==> config.mk <==
export PLATFORM = sky130hd
export DESIGN_NAME = failsafe_mode_table_top
export DESIGN_NICKNAME = d
export VERILOG_FILES = /design/src/hw/rtl/fsmt_pkg.sv /design/src/hw/rtl/fsmt_ram.sv /design/src/hw/rtl/fsmt_ctrl.sv /design/src/hw/rtl/fsmt_datapath.sv /design/src/hw/rtl/failsafe_mode_table_top.sv
export SDC_FILE = /design/constraint.sdc
export NUM_CORES = 1
export LEC_CHECK = 0
export ABC_AREA = 1
export BUFFER_PORTS_ARGS = -buffer_cell sky130_fd_sc_hd__buf_2
export CAP_MARGIN = 25
export CORE_MARGIN = 2
export CORE_UTILIZATION = 23
export DETAILED_ROUTE_END_ITERATION = 12
export SYNTH_ARGS = -nofsm -noshare
export SYNTH_HDL_FRONTEND = slang
export SYNTH_HIERARCHICAL = 1
export SYNTH_SLANG_ARGS = --single-unit
export TNS_END_PERCENT = 10
==> constraint.sdc <==
create_clock -name clock -period 6.06 [get_ports clock]
set_input_delay 0.909 -clock clock [delete_from_list [all_inputs] [get_ports clock]]
set_output_delay 0.909 -clock clock [all_outputs]
set_load 0.1 [all_outputs]
==> src/hw/rtl/fsmt_pkg.sv <==
// package: types, constants and codes shared by the fail-safe mode table
package fsmt_pkg;

   localparam int MAX_ENTRIES = 16;
   localparam int IDX_W       = (MAX_ENTRIES > 1) ? $clog2(MAX_ENTRIES) : 1;
   localparam int CNT_W       = $clog2(MAX_ENTRIES + 1);
   localparam int WORD_W      = 32;
   localparam int ENTRY_CNT_W = 5;

   localparam logic [1:0] OP_REGISTER = 2'd0;
   localparam logic [1:0] OP_EXECUTE  = 2'd1;
   localparam logic [1:0] OP_LOOKUP   = 2'd2;

   localparam logic [1:0] STATUS_OK        = 2'd0;
   localparam logic [1:0] STATUS_FULL      = 2'd1;
   localparam logic [1:0] STATUS_NOT_FOUND = 2'd2;

   typedef struct packed {
      logic [1:0]  operation;
      logic [7:0]  drive_key;
      logic [3:0]  new_supply_fail_mode;
      logic [3:0]  new_link_fail_mode;
      logic [15:0] new_comms_timeout;
      logic        power_lost;
      logic [15:0] comms_elapsed;
   } req_type;

   typedef struct packed {
      logic [1:0]             status;
      logic                   apply_mode;
      logic [3:0]             selected_mode;
      logic [3:0]             found_supply_fail_mode;
      logic [3:0]             found_link_fail_mode;
      logic [15:0]            found_comms_timeout;
      logic [ENTRY_CNT_W-1:0] entry_count;
   } rsp_type;

   typedef struct packed {
      logic start;
      logic scan;
      logic commit;
   } cmd_type;

   typedef struct packed {
      logic scan_done;
      logic rsp_free;
   } stat_type;

endpackage

==> src/hw/rtl/fsmt_ram.sv <==
// generic single-write, single-read ram with registered read data
module fsmt_ram #(
   parameter int WIDTH = 32,
   parameter int DEPTH = 16
) (
   input  logic                                           clock,
   input  logic                                           we,
   input  logic [((DEPTH > 1) ? $clog2(DEPTH) : 1)-1:0]   waddr,
   input  logic [WIDTH-1:0]                               wdata,
   input  logic                                           re,
   input  logic [((DEPTH > 1) ? $clog2(DEPTH) : 1)-1:0]   raddr,
   output logic [WIDTH-1:0]                               rdata
);

   logic [WIDTH-1:0] mem_ff [DEPTH];
   logic [WIDTH-1:0] rdata_ff;

   always_ff @(posedge clock) begin
      if (we) begin
         mem_ff[waddr] <= wdata;
      end
      if (re) begin
         rdata_ff <= mem_ff[raddr];
      end
   end

   assign rdata = rdata_ff;

endmodule

==> src/hw/rtl/fsmt_ctrl.sv <==
// controller: sequences accept, table scan and result commit
module fsmt_ctrl import fsmt_pkg::*; (
   input  logic     clock,
   input  logic     reset,
   input  logic     req_valid,
   output logic     req_ready,
   input  stat_type stat,
   output cmd_type  cmd
);

   typedef enum logic [2:0] {
      S_IDLE   = 3'b001,
      S_SCAN   = 3'b010,
      S_COMMIT = 3'b100
   } state_type;

   state_type state_ff, state_in;

   always_comb begin
      state_in = state_ff;
      cmd      = '0;
      unique case (state_ff)
         S_IDLE: begin
            if (req_valid) begin
               cmd.start = 1'b1;
               state_in  = S_SCAN;
            end
         end
         S_SCAN: begin
            cmd.scan = 1'b1;
            if (stat.scan_done) begin
               state_in = S_COMMIT;
            end
         end
         S_COMMIT: begin
            if (stat.rsp_free) begin
               cmd.commit = 1'b1;
               state_in   = S_IDLE;
            end
         end
         default: begin
            state_in = S_IDLE;
         end
      endcase
   end

   always_ff @(posedge clock) begin
      if (reset) begin
         state_ff <= S_IDLE;
      end else begin
         state_ff <= state_in;
      end
   end

   assign req_ready = (state_ff == S_IDLE);

   a_cmd_onehot0: assert property (@(posedge clock) disable iff (reset)
      $onehot0({cmd.start, cmd.scan, cmd.commit}))
      else $error("more than one command at once");

   a_commit_free: assert property (@(posedge clock) disable iff (reset)
      cmd.commit |-> stat.rsp_free)
      else $error("commit while result register occupied");

   a_start_scan: assert property (@(posedge clock) disable iff (reset)
      cmd.start |=> cmd.scan)
      else $error("accepted transaction not followed by scan");

endmodule

==> src/hw/rtl/fsmt_datapath.sv <==
// datapath: item register, table scan, entry count and result register
module fsmt_datapath import fsmt_pkg::*; (
   input  logic     clock,
   input  logic     reset,
   input  req_type  req_payload,
   input  cmd_type  cmd,
   output stat_type stat,
   output logic     rsp_valid,
   input  logic     rsp_ready,
   output rsp_type  rsp_payload
);

   req_type           item_ff,     item_in;
   logic [CNT_W-1:0]  count_ff,    count_in;
   logic [CNT_W-1:0]  ptr_ff,      ptr_in;
   logic              pend_ff,     pend_in;
   logic [IDX_W-1:0]  pend_idx_ff, pend_idx_in;
   logic              hit_ff,      hit_in;
   logic [IDX_W-1:0]  hit_idx_ff,  hit_idx_in;
   logic [WORD_W-1:0] hit_word_ff, hit_word_in;
   logic              rsp_valid_ff, rsp_valid_in;
   rsp_type           rsp_ff,      rsp_in;

   logic              ram_we;
   logic [IDX_W-1:0]  ram_waddr;
   logic [WORD_W-1:0] ram_wdata;
   logic              ram_re;
   logic [WORD_W-1:0] ram_rdata;

   logic              match_now;
   logic              issue;
   logic              has_room;
   logic [WORD_W-1:0] new_word;
   rsp_type           result;

   fsmt_ram #(
      .WIDTH (WORD_W),
      .DEPTH (MAX_ENTRIES)
   ) u_store (
      .clock (clock),
      .we    (ram_we),
      .waddr (ram_waddr),
      .wdata (ram_wdata),
      .re    (ram_re),
      .raddr (ptr_ff[IDX_W-1:0]),
      .rdata (ram_rdata)
   );

   assign match_now = pend_ff && (ram_rdata[31:24] == item_ff.drive_key);
   assign issue     = cmd.scan && !hit_ff && !match_now && (ptr_ff < count_ff);
   assign ram_re    = issue;
   assign has_room  = (count_ff < CNT_W'(MAX_ENTRIES));
   assign new_word  = {item_ff.drive_key, item_ff.new_supply_fail_mode,
                       item_ff.new_link_fail_mode, item_ff.new_comms_timeout};

   assign stat.scan_done = hit_ff || (!pend_ff && (ptr_ff >= count_ff));
   assign stat.rsp_free  = !rsp_valid_ff || rsp_ready;

   // result of the item being committed
   always_comb begin
      result    = '0;
      count_in  = count_ff;
      ram_we    = 1'b0;
      ram_waddr = hit_ff ? hit_idx_ff : count_ff[IDX_W-1:0];
      ram_wdata = new_word;
      unique case (item_ff.operation)
         OP_REGISTER: begin
            if (hit_ff || has_room) begin
               ram_we                        = cmd.commit;
               result.found_supply_fail_mode = new_word[23:20];
               result.found_link_fail_mode   = new_word[19:16];
               result.found_comms_timeout    = new_word[15:0];
               if (!hit_ff && cmd.commit) begin
                  count_in = count_ff + CNT_W'(1);
               end
            end else begin
               result.status = STATUS_FULL;
            end
         end
         OP_EXECUTE, OP_LOOKUP: begin
            if (!hit_ff) begin
               result.status = STATUS_NOT_FOUND;
            end else begin
               result.found_supply_fail_mode = hit_word_ff[23:20];
               result.found_link_fail_mode   = hit_word_ff[19:16];
               result.found_comms_timeout    = hit_word_ff[15:0];
               if (item_ff.operation == OP_EXECUTE) begin
                  if (item_ff.power_lost) begin
                     result.apply_mode    = 1'b1;
                     result.selected_mode = hit_word_ff[23:20];
                  end else if (item_ff.comms_elapsed >= hit_word_ff[15:0]) begin
                     result.apply_mode    = 1'b1;
                     result.selected_mode = hit_word_ff[19:16];
                  end
               end
            end
         end
         default: begin
         end
      endcase
      result.entry_count = ENTRY_CNT_W'(count_in);
   end

   always_comb begin
      item_in     = item_ff;
      ptr_in      = ptr_ff;
      pend_in     = pend_ff;
      pend_idx_in = pend_idx_ff;
      hit_in      = hit_ff;
      hit_idx_in  = hit_idx_ff;
      hit_word_in = hit_word_ff;
      if (cmd.start) begin
         item_in = req_payload;
         ptr_in  = '0;
         pend_in = 1'b0;
         hit_in  = 1'b0;
      end else if (cmd.scan) begin
         if (match_now && !hit_ff) begin
            hit_in      = 1'b1;
            hit_idx_in  = pend_idx_ff;
            hit_word_in = ram_rdata;
         end
         pend_in     = issue;
         pend_idx_in = ptr_ff[IDX_W-1:0];
         if (issue) begin
            ptr_in = ptr_ff + CNT_W'(1);
         end
      end
   end

   always_comb begin
      rsp_valid_in = rsp_valid_ff;
      rsp_in       = rsp_ff;
      if (cmd.commit) begin
         rsp_valid_in = 1'b1;
         rsp_in       = result;
      end else if (rsp_ready) begin
         rsp_valid_in = 1'b0;
      end
   end

   always_ff @(posedge clock) begin
      if (reset) begin
         count_ff     <= '0;
         ptr_ff       <= '0;
         pend_ff      <= 1'b0;
         hit_ff       <= 1'b0;
         rsp_valid_ff <= 1'b0;
      end else begin
         count_ff     <= count_in;
         ptr_ff       <= ptr_in;
         pend_ff      <= pend_in;
         hit_ff       <= hit_in;
         rsp_valid_ff <= rsp_valid_in;
      end
   end

   always_ff @(posedge clock) begin
      item_ff     <= item_in;
      pend_idx_ff <= pend_idx_in;
      hit_idx_ff  <= hit_idx_in;
      hit_word_ff <= hit_word_in;
      rsp_ff      <= rsp_in;
   end

   assign rsp_valid   = rsp_valid_ff;
   assign rsp_payload = rsp_ff;

   a_count_bound: assert property (@(posedge clock) disable iff (reset)
      count_ff <= CNT_W'(MAX_ENTRIES))
      else $error("entry count beyond table size");

   a_count_step: assert property (@(posedge clock) disable iff (reset)
      !$past(reset) && (count_ff != $past(count_ff))
      |-> (count_ff == $past(count_ff) + CNT_W'(1)) && $past(cmd.commit))
      else $error("entry count moved other than by one append");

   a_hit_in_range: assert property (@(posedge clock) disable iff (reset)
      hit_ff |-> (CNT_W'(hit_idx_ff) < count_ff))
      else $error("matching entry outside the valid range");

   a_scan_in_range: assert property (@(posedge clock) disable iff (reset)
      ptr_ff <= count_ff || !pend_ff)
      else $error("scan read beyond the valid entries");

endmodule

==> src/hw/rtl/failsafe_mode_table_top.sv <==
// top level of the fail-safe mode table: controller, datapath and entry store
//
// The block keeps up to MAX_ENTRIES (16) fail-safe entries keyed by actuator id,
// held in a small ram with registered read. Every transaction (register, execute
// or lookup) gives exactly one result. Each transaction walks the valid entries
// in order, one ram read per cycle, and the scan stops early at the first matching
// id. The result is written to the result register once the scan has ended and
// that register is free; the controller then returns to idle before it accepts
// the next transaction. One transaction is worked on at a time; the result
// register lets the next transaction be accepted while a finished result still
// waits to be taken. Entries are never removed; the count returns to zero only
// at reset.
module failsafe_mode_table_top import fsmt_pkg::*; (
   input  logic    clock,
   input  logic    reset,
   input  logic    req_valid,
   output logic    req_ready,
   input  req_type req_payload,
   output logic    rsp_valid,
   input  logic    rsp_ready,
   output rsp_type rsp_payload
);

   cmd_type  cmd;
   stat_type stat;

   fsmt_ctrl u_ctrl (
      .clock     (clock),
      .reset     (reset),
      .req_valid (req_valid),
      .req_ready (req_ready),
      .stat      (stat),
      .cmd       (cmd)
   );

   fsmt_datapath u_datapath (
      .clock       (clock),
      .reset       (reset),
      .req_payload (req_payload),
      .cmd         (cmd),
      .stat        (stat),
      .rsp_valid   (rsp_valid),
      .rsp_ready   (rsp_ready),
      .rsp_payload (rsp_payload)
   );

endmodule

# == Word level (Yosys, flattened, before mapping) ==
# Memory sizes are Yosys's and may differ from the RTL's. A register that Yosys moved wholly into a read port is not among the register bits.
# Cells that the tools add are included.
# totals
ff_bits,135
ram_bits,512
in_bits,55
out_inout_bits,38
wordCells,91
n_memories,1
# mem_list
memory,words,word_bits,read_ports,rd_clocked_by_memory_dff,write_ports,line_no,text
u_datapath.u_store.mem_ff,16,32,1,1,1,fsmt_ram.sv:15,logic [WIDTH-1:0] mem_ff [DEPTH];
# classes
addsub,2
order_cmp,4
n_eq_ne,9
muxes,27
bitwise_logic,1
reduce_logical,24
# op_table
operator,count
$mux W24,2
$pmux W24 S2,1
$mux W5,5
$ge A16 B16 Y1,1
$mux W1,12
$add A5 B1 Y5 const B,2
$mux W3,3
$pmux W3 S3,1
$reduce_and A3 Y1,3
$eq A8 B8 Y1,1
$logic_and A1 B1 Y1,7
$ne A2 B2 Y1 const B,3
$reduce_and A2 Y1,3
$ge A5 B5 Y1,1
$lt A5 B5 Y1,1
$lt A5 B5 Y1 const B,1
$logic_not A1 Y1,4
$mux W4,1
$pmux W2 S2,1
$reduce_or A2 Y1,2
$eq A3 B1 Y1 const B,1
$eq A3 B2 Y1 const B,1
$eq A3 B3 Y1 const B,1
$logic_or A1 B1 Y1,3
other kinds (6),6

# == Longest topological paths before layout ==
# logic_depth
depth_word,8
mapped_depth,12
mapped_depth_nobuf,12

# == Cells and area by module ==
# Netlist, hierarchy kept.
# by_module_without_submodules
mod,n_inst,cells_each,area_per_inst_um2,seq_area_each_um2
fsmt_ram,1,2121,23058.4,16335.7
fsmt_datapath,1,472,5591.6,3833.7
fsmt_ctrl,1,28,183.9,60.1

# == Worst setup path before layout ==
# No wires, ideal clock.
# synth_path
path_kind,input -> register
startpoint,input port rsp_ready
endpoint,memory u_datapath.u_store.mem_ff[11][0] (enable)
t_arrival_ps,4801
t_required_ps,5639
setup_slack_ps,837
path_stages,8
cell_sequence,inv_1 -> nand2_1 -> inv_1 -> nor2_1 -> inv_1 -> nor3_1 -> nand3_1 -> nor2_1
# synth_rtl
item,line_no,text
from (decl),failsafe_mode_table_top.sv:20,"input logic rsp_ready,"
to (decl),fsmt_ram.sv:15,

==> impl_results.md <==
* Run status: finished clean
* P_leak at 13.4 nW
* Clk_skew at 0.0252 ns
* Die Ht at 358 um
* Main synth FF type: edfxtp_1
* Asr flop ratio synth at 0%
* Crit path buffers/inverters at 5
* Final hold slack at 0.417 ns
* Mapped Area at 28800 sq um
* Worst slack at placement at 2.01 ns
* Slowest cell delay on critical path at 0.69 ns
* Final net count at 2797
* Initial core utilization at 23.2%
* Reg2reg setup slack at 2.72 ns
* Max-slew violations at 0
* Count of state elements after synthesis at 679
* Placed cells at 4274
* PnR Total Power at 10.1 mW
* WL final at 73500 um
* Yosys cell types at 34
* Initial antenna violation count at 9
* Synth-to-Final Area Change at 16.9%
* Area share of the largest cell type after synthesis at 69.0%
* Slew Limit Headroom at 15.4%
* Fin crit share at 55.2%
* Worst path most repeated cell: inv_1
* Post-synth top cells: nand2_1, edfxtp_1, inv_1
* Ports at 93
* Sequential fraction of the synthesis area at 70.2%
* CTS Sinks at 679
* Crit path launch type: input port
* Hpwl dp at 43900 um
* Measured slew at the worst slew-check pin at 1.27 ns
* Fin util at 27.1%
* Ys Warns at 6
* Clock-pin slew on the worst setup and hold paths at 0.05 ns
* Post_cts resized at 0
* Drt wl/cell at 16.6 um
* Die Width at 358 um
* Die Area at 128000 sq um
* First-pass GRT wire length at 110000 um
* Share of post-route cells with drive strength above 1 at 10.6%
* Final setup violation count at 0
* Max clock buf depth at 3
* Pwr/cell area at 301 nW/um^2
* Avg Vias per Cell at 4.13
* CP top delay family: simple AND/OR/NAND/NOR gates
* Slowest stage cell, crit path: nor3_1
* Clock root cell: clkbuf_16
* Drt first pass iters at 7
* Final Cell Area at 33700 sq um
* 1st-iter DRT viols at 1889
* Post-CTS Hold Buffers at 0
* Post-route ant nets at 0
* CP Capture Type: flop
* Min Tclk post-route at 3.34 ns
* Final WS setup at 2.72 ns
* CTS tree: done
* Setup Buffers After CTS at 0
* RSZ-0062 raised after global routing: false
* Critical path class: input port to flop
* CTS HTree Levels at 3
* Std-Cell Rows at 129
* Cells after Synth at 2621
* Max-Cap Viols at 0
* Worst Path Max Fanout at 19
* CP Cell Sequence: buf_2, inv_1, nand2_1, inv_1, nor2_4, inv_1, nor3_1, nand3_1, nor2_4, buf_4
* Port Buf Inserts at 92
* Critical path data required time at 6.33 ns
* Fmax at 0.299 GHz
* TritonCTS Buffers at 75
* Arr. time, crit path at 3.61 ns
* Vias in the first global route at 17900
* Vias at 18200
* Total negative slack at 0 ns
* Largest net degree at the start of global routing at 199
* GRT Total Usage at 11.4%
* Core ar. at 124000 sq um
* # DRC at 0
* Syn Nets at 2702
* Placed cell areas at 31100 sq um
* Area leader, netlist: edfxtp_1
* GRT overflow at 0
* Hold Vio Cnt, Final at 0
* Post-Syn Area per Cell at 11.0 sq um
* EDFF count, synth at 663
* Hold WC Path Type: flop to flop
* Worst-Skew Late Latency at 0.63 ns
* Top-count cell post-synth: nand2_1
* Worst VDD drop at 174 uV
* Area contributors post-synth: edfxtp_1, nand2_1, nand3_1, inv_1, buf_6
* GPL Wtd Cong at 0.761
* Layout Cells excl Fill at 4415
[final timing paths]
check	start	cells after the start	end
hold reg to reg	u_datapath/u_store/rdata[11]$_DFFE_PP_	0	u_datapath/hit_word_ff[11]$_DFFE_PP_
setup reg to reg	u_ctrl/state_ff[2]$_SDFFE_PP0P_	7	u_datapath/u_store/mem_ff[12][16]$_DFFE_PP_
hold / removal	u_datapath/u_store/rdata[11]$_DFFE_PP_	0	u_datapath/hit_word_ff[11]$_DFFE_PP_
setup / recovery	rsp_ready	10	u_datapath/u_store/mem_ff[12][16]$_DFFE_PP_
[per-layer routing]
metal / global-route usage, % / share of wire (%) / vias up
li1: - / - / 8745
met1: 15.0 / 44 / 8853
met3: 2.91 / 7.7 / 93
met2: 18.5 / 47 / 554
met5: 0 / 0.029 / -
met4: 2.99 / 1.6 / 4
[power breakdown]
part / leakage, nW / internal [mW] / switching [mW]
clock network: 1.22 / 2.82 / 1.86
registers: 6.09 / 5.21 / 0.0897
logic: 6.04 / 0.0425 / 0.122
total: 13.4 / 8.07 / 2.07
[layout by cell type (no fill, tap or decap), types with 2 or more instances in the layout]
cell / Yosys / final
nor3_1: 2 / 2
nor2_2: 3 / 3
diode_2: 0 / 2
clkbuf_1: 14 / 15
nor2_4: 6 / 23
o21ai_0: 8 / 8
dfxtp_2: 0 / 2
nand2_2: 5 / 5
bufinv_16: 0 / 12
nand3_1: 404 / 404
dfxtp_4: 0 / 2
inv_2: 9 / 9
xnor2_1: 3 / 3
inv_6: 0 / 5
inv_1: 462 / 460
ha_1: 26 / 26
buf_2: 49 / 92
buf_12: 1 / 9
clkinvlp_4: 0 / 4
dfxtp_1: 16 / 12
edfxtp_1: 663 / 663
nand4_1: 8 / 8
o21ai_1: 2 / 2
clkbuf_16: 0 / 76
clkinv_2: 0 / 12
buf_4: 8 / 30
nor2_1: 41 / 24
a21oi_1: 42 / 42
nand2_1: 790 / 790
clkinv_1: 0 / 14
a21oi_2: 2 / 2
xor2_1: 5 / 5
[registers in the layout, indices dropped and copies added (netlist names), 5 cells and up]
register                   cells
u_datapath/hit_word_ff        24
u_datapath/ptr_ff              5
u_datapath/u_store/rdata      32
u_datapath/u_store/mem_ff    512
u_datapath/item_ff            51
u_datapath/count_ff            5
u_datapath/rsp_payload        36
[kinds of logic (layout without fill, tap and decap cells)]
group	count (synthesis)	in the layout	synth area share, %
compound gates	57	57	1.04
flops	679	679	70.2
simple gates	1264	1264	18.6
buf+inv	586	741	8.77
fa+ha+maj	26	26	1.13
other cells	0	2	0
xor+xnor	9	9	0.299
[layout make-up]
cell class,count,area [sq um]
inverter,472,1780
tap,1637,2050
sequential,679,20200
clock buffer,91,1960
timing repair buffer,132,893
antenna,2,5.00
clock inverter,46,561
fill,12800,90400
multi-input combinational,1356,6210
Power figures use the tool's default switching activity.
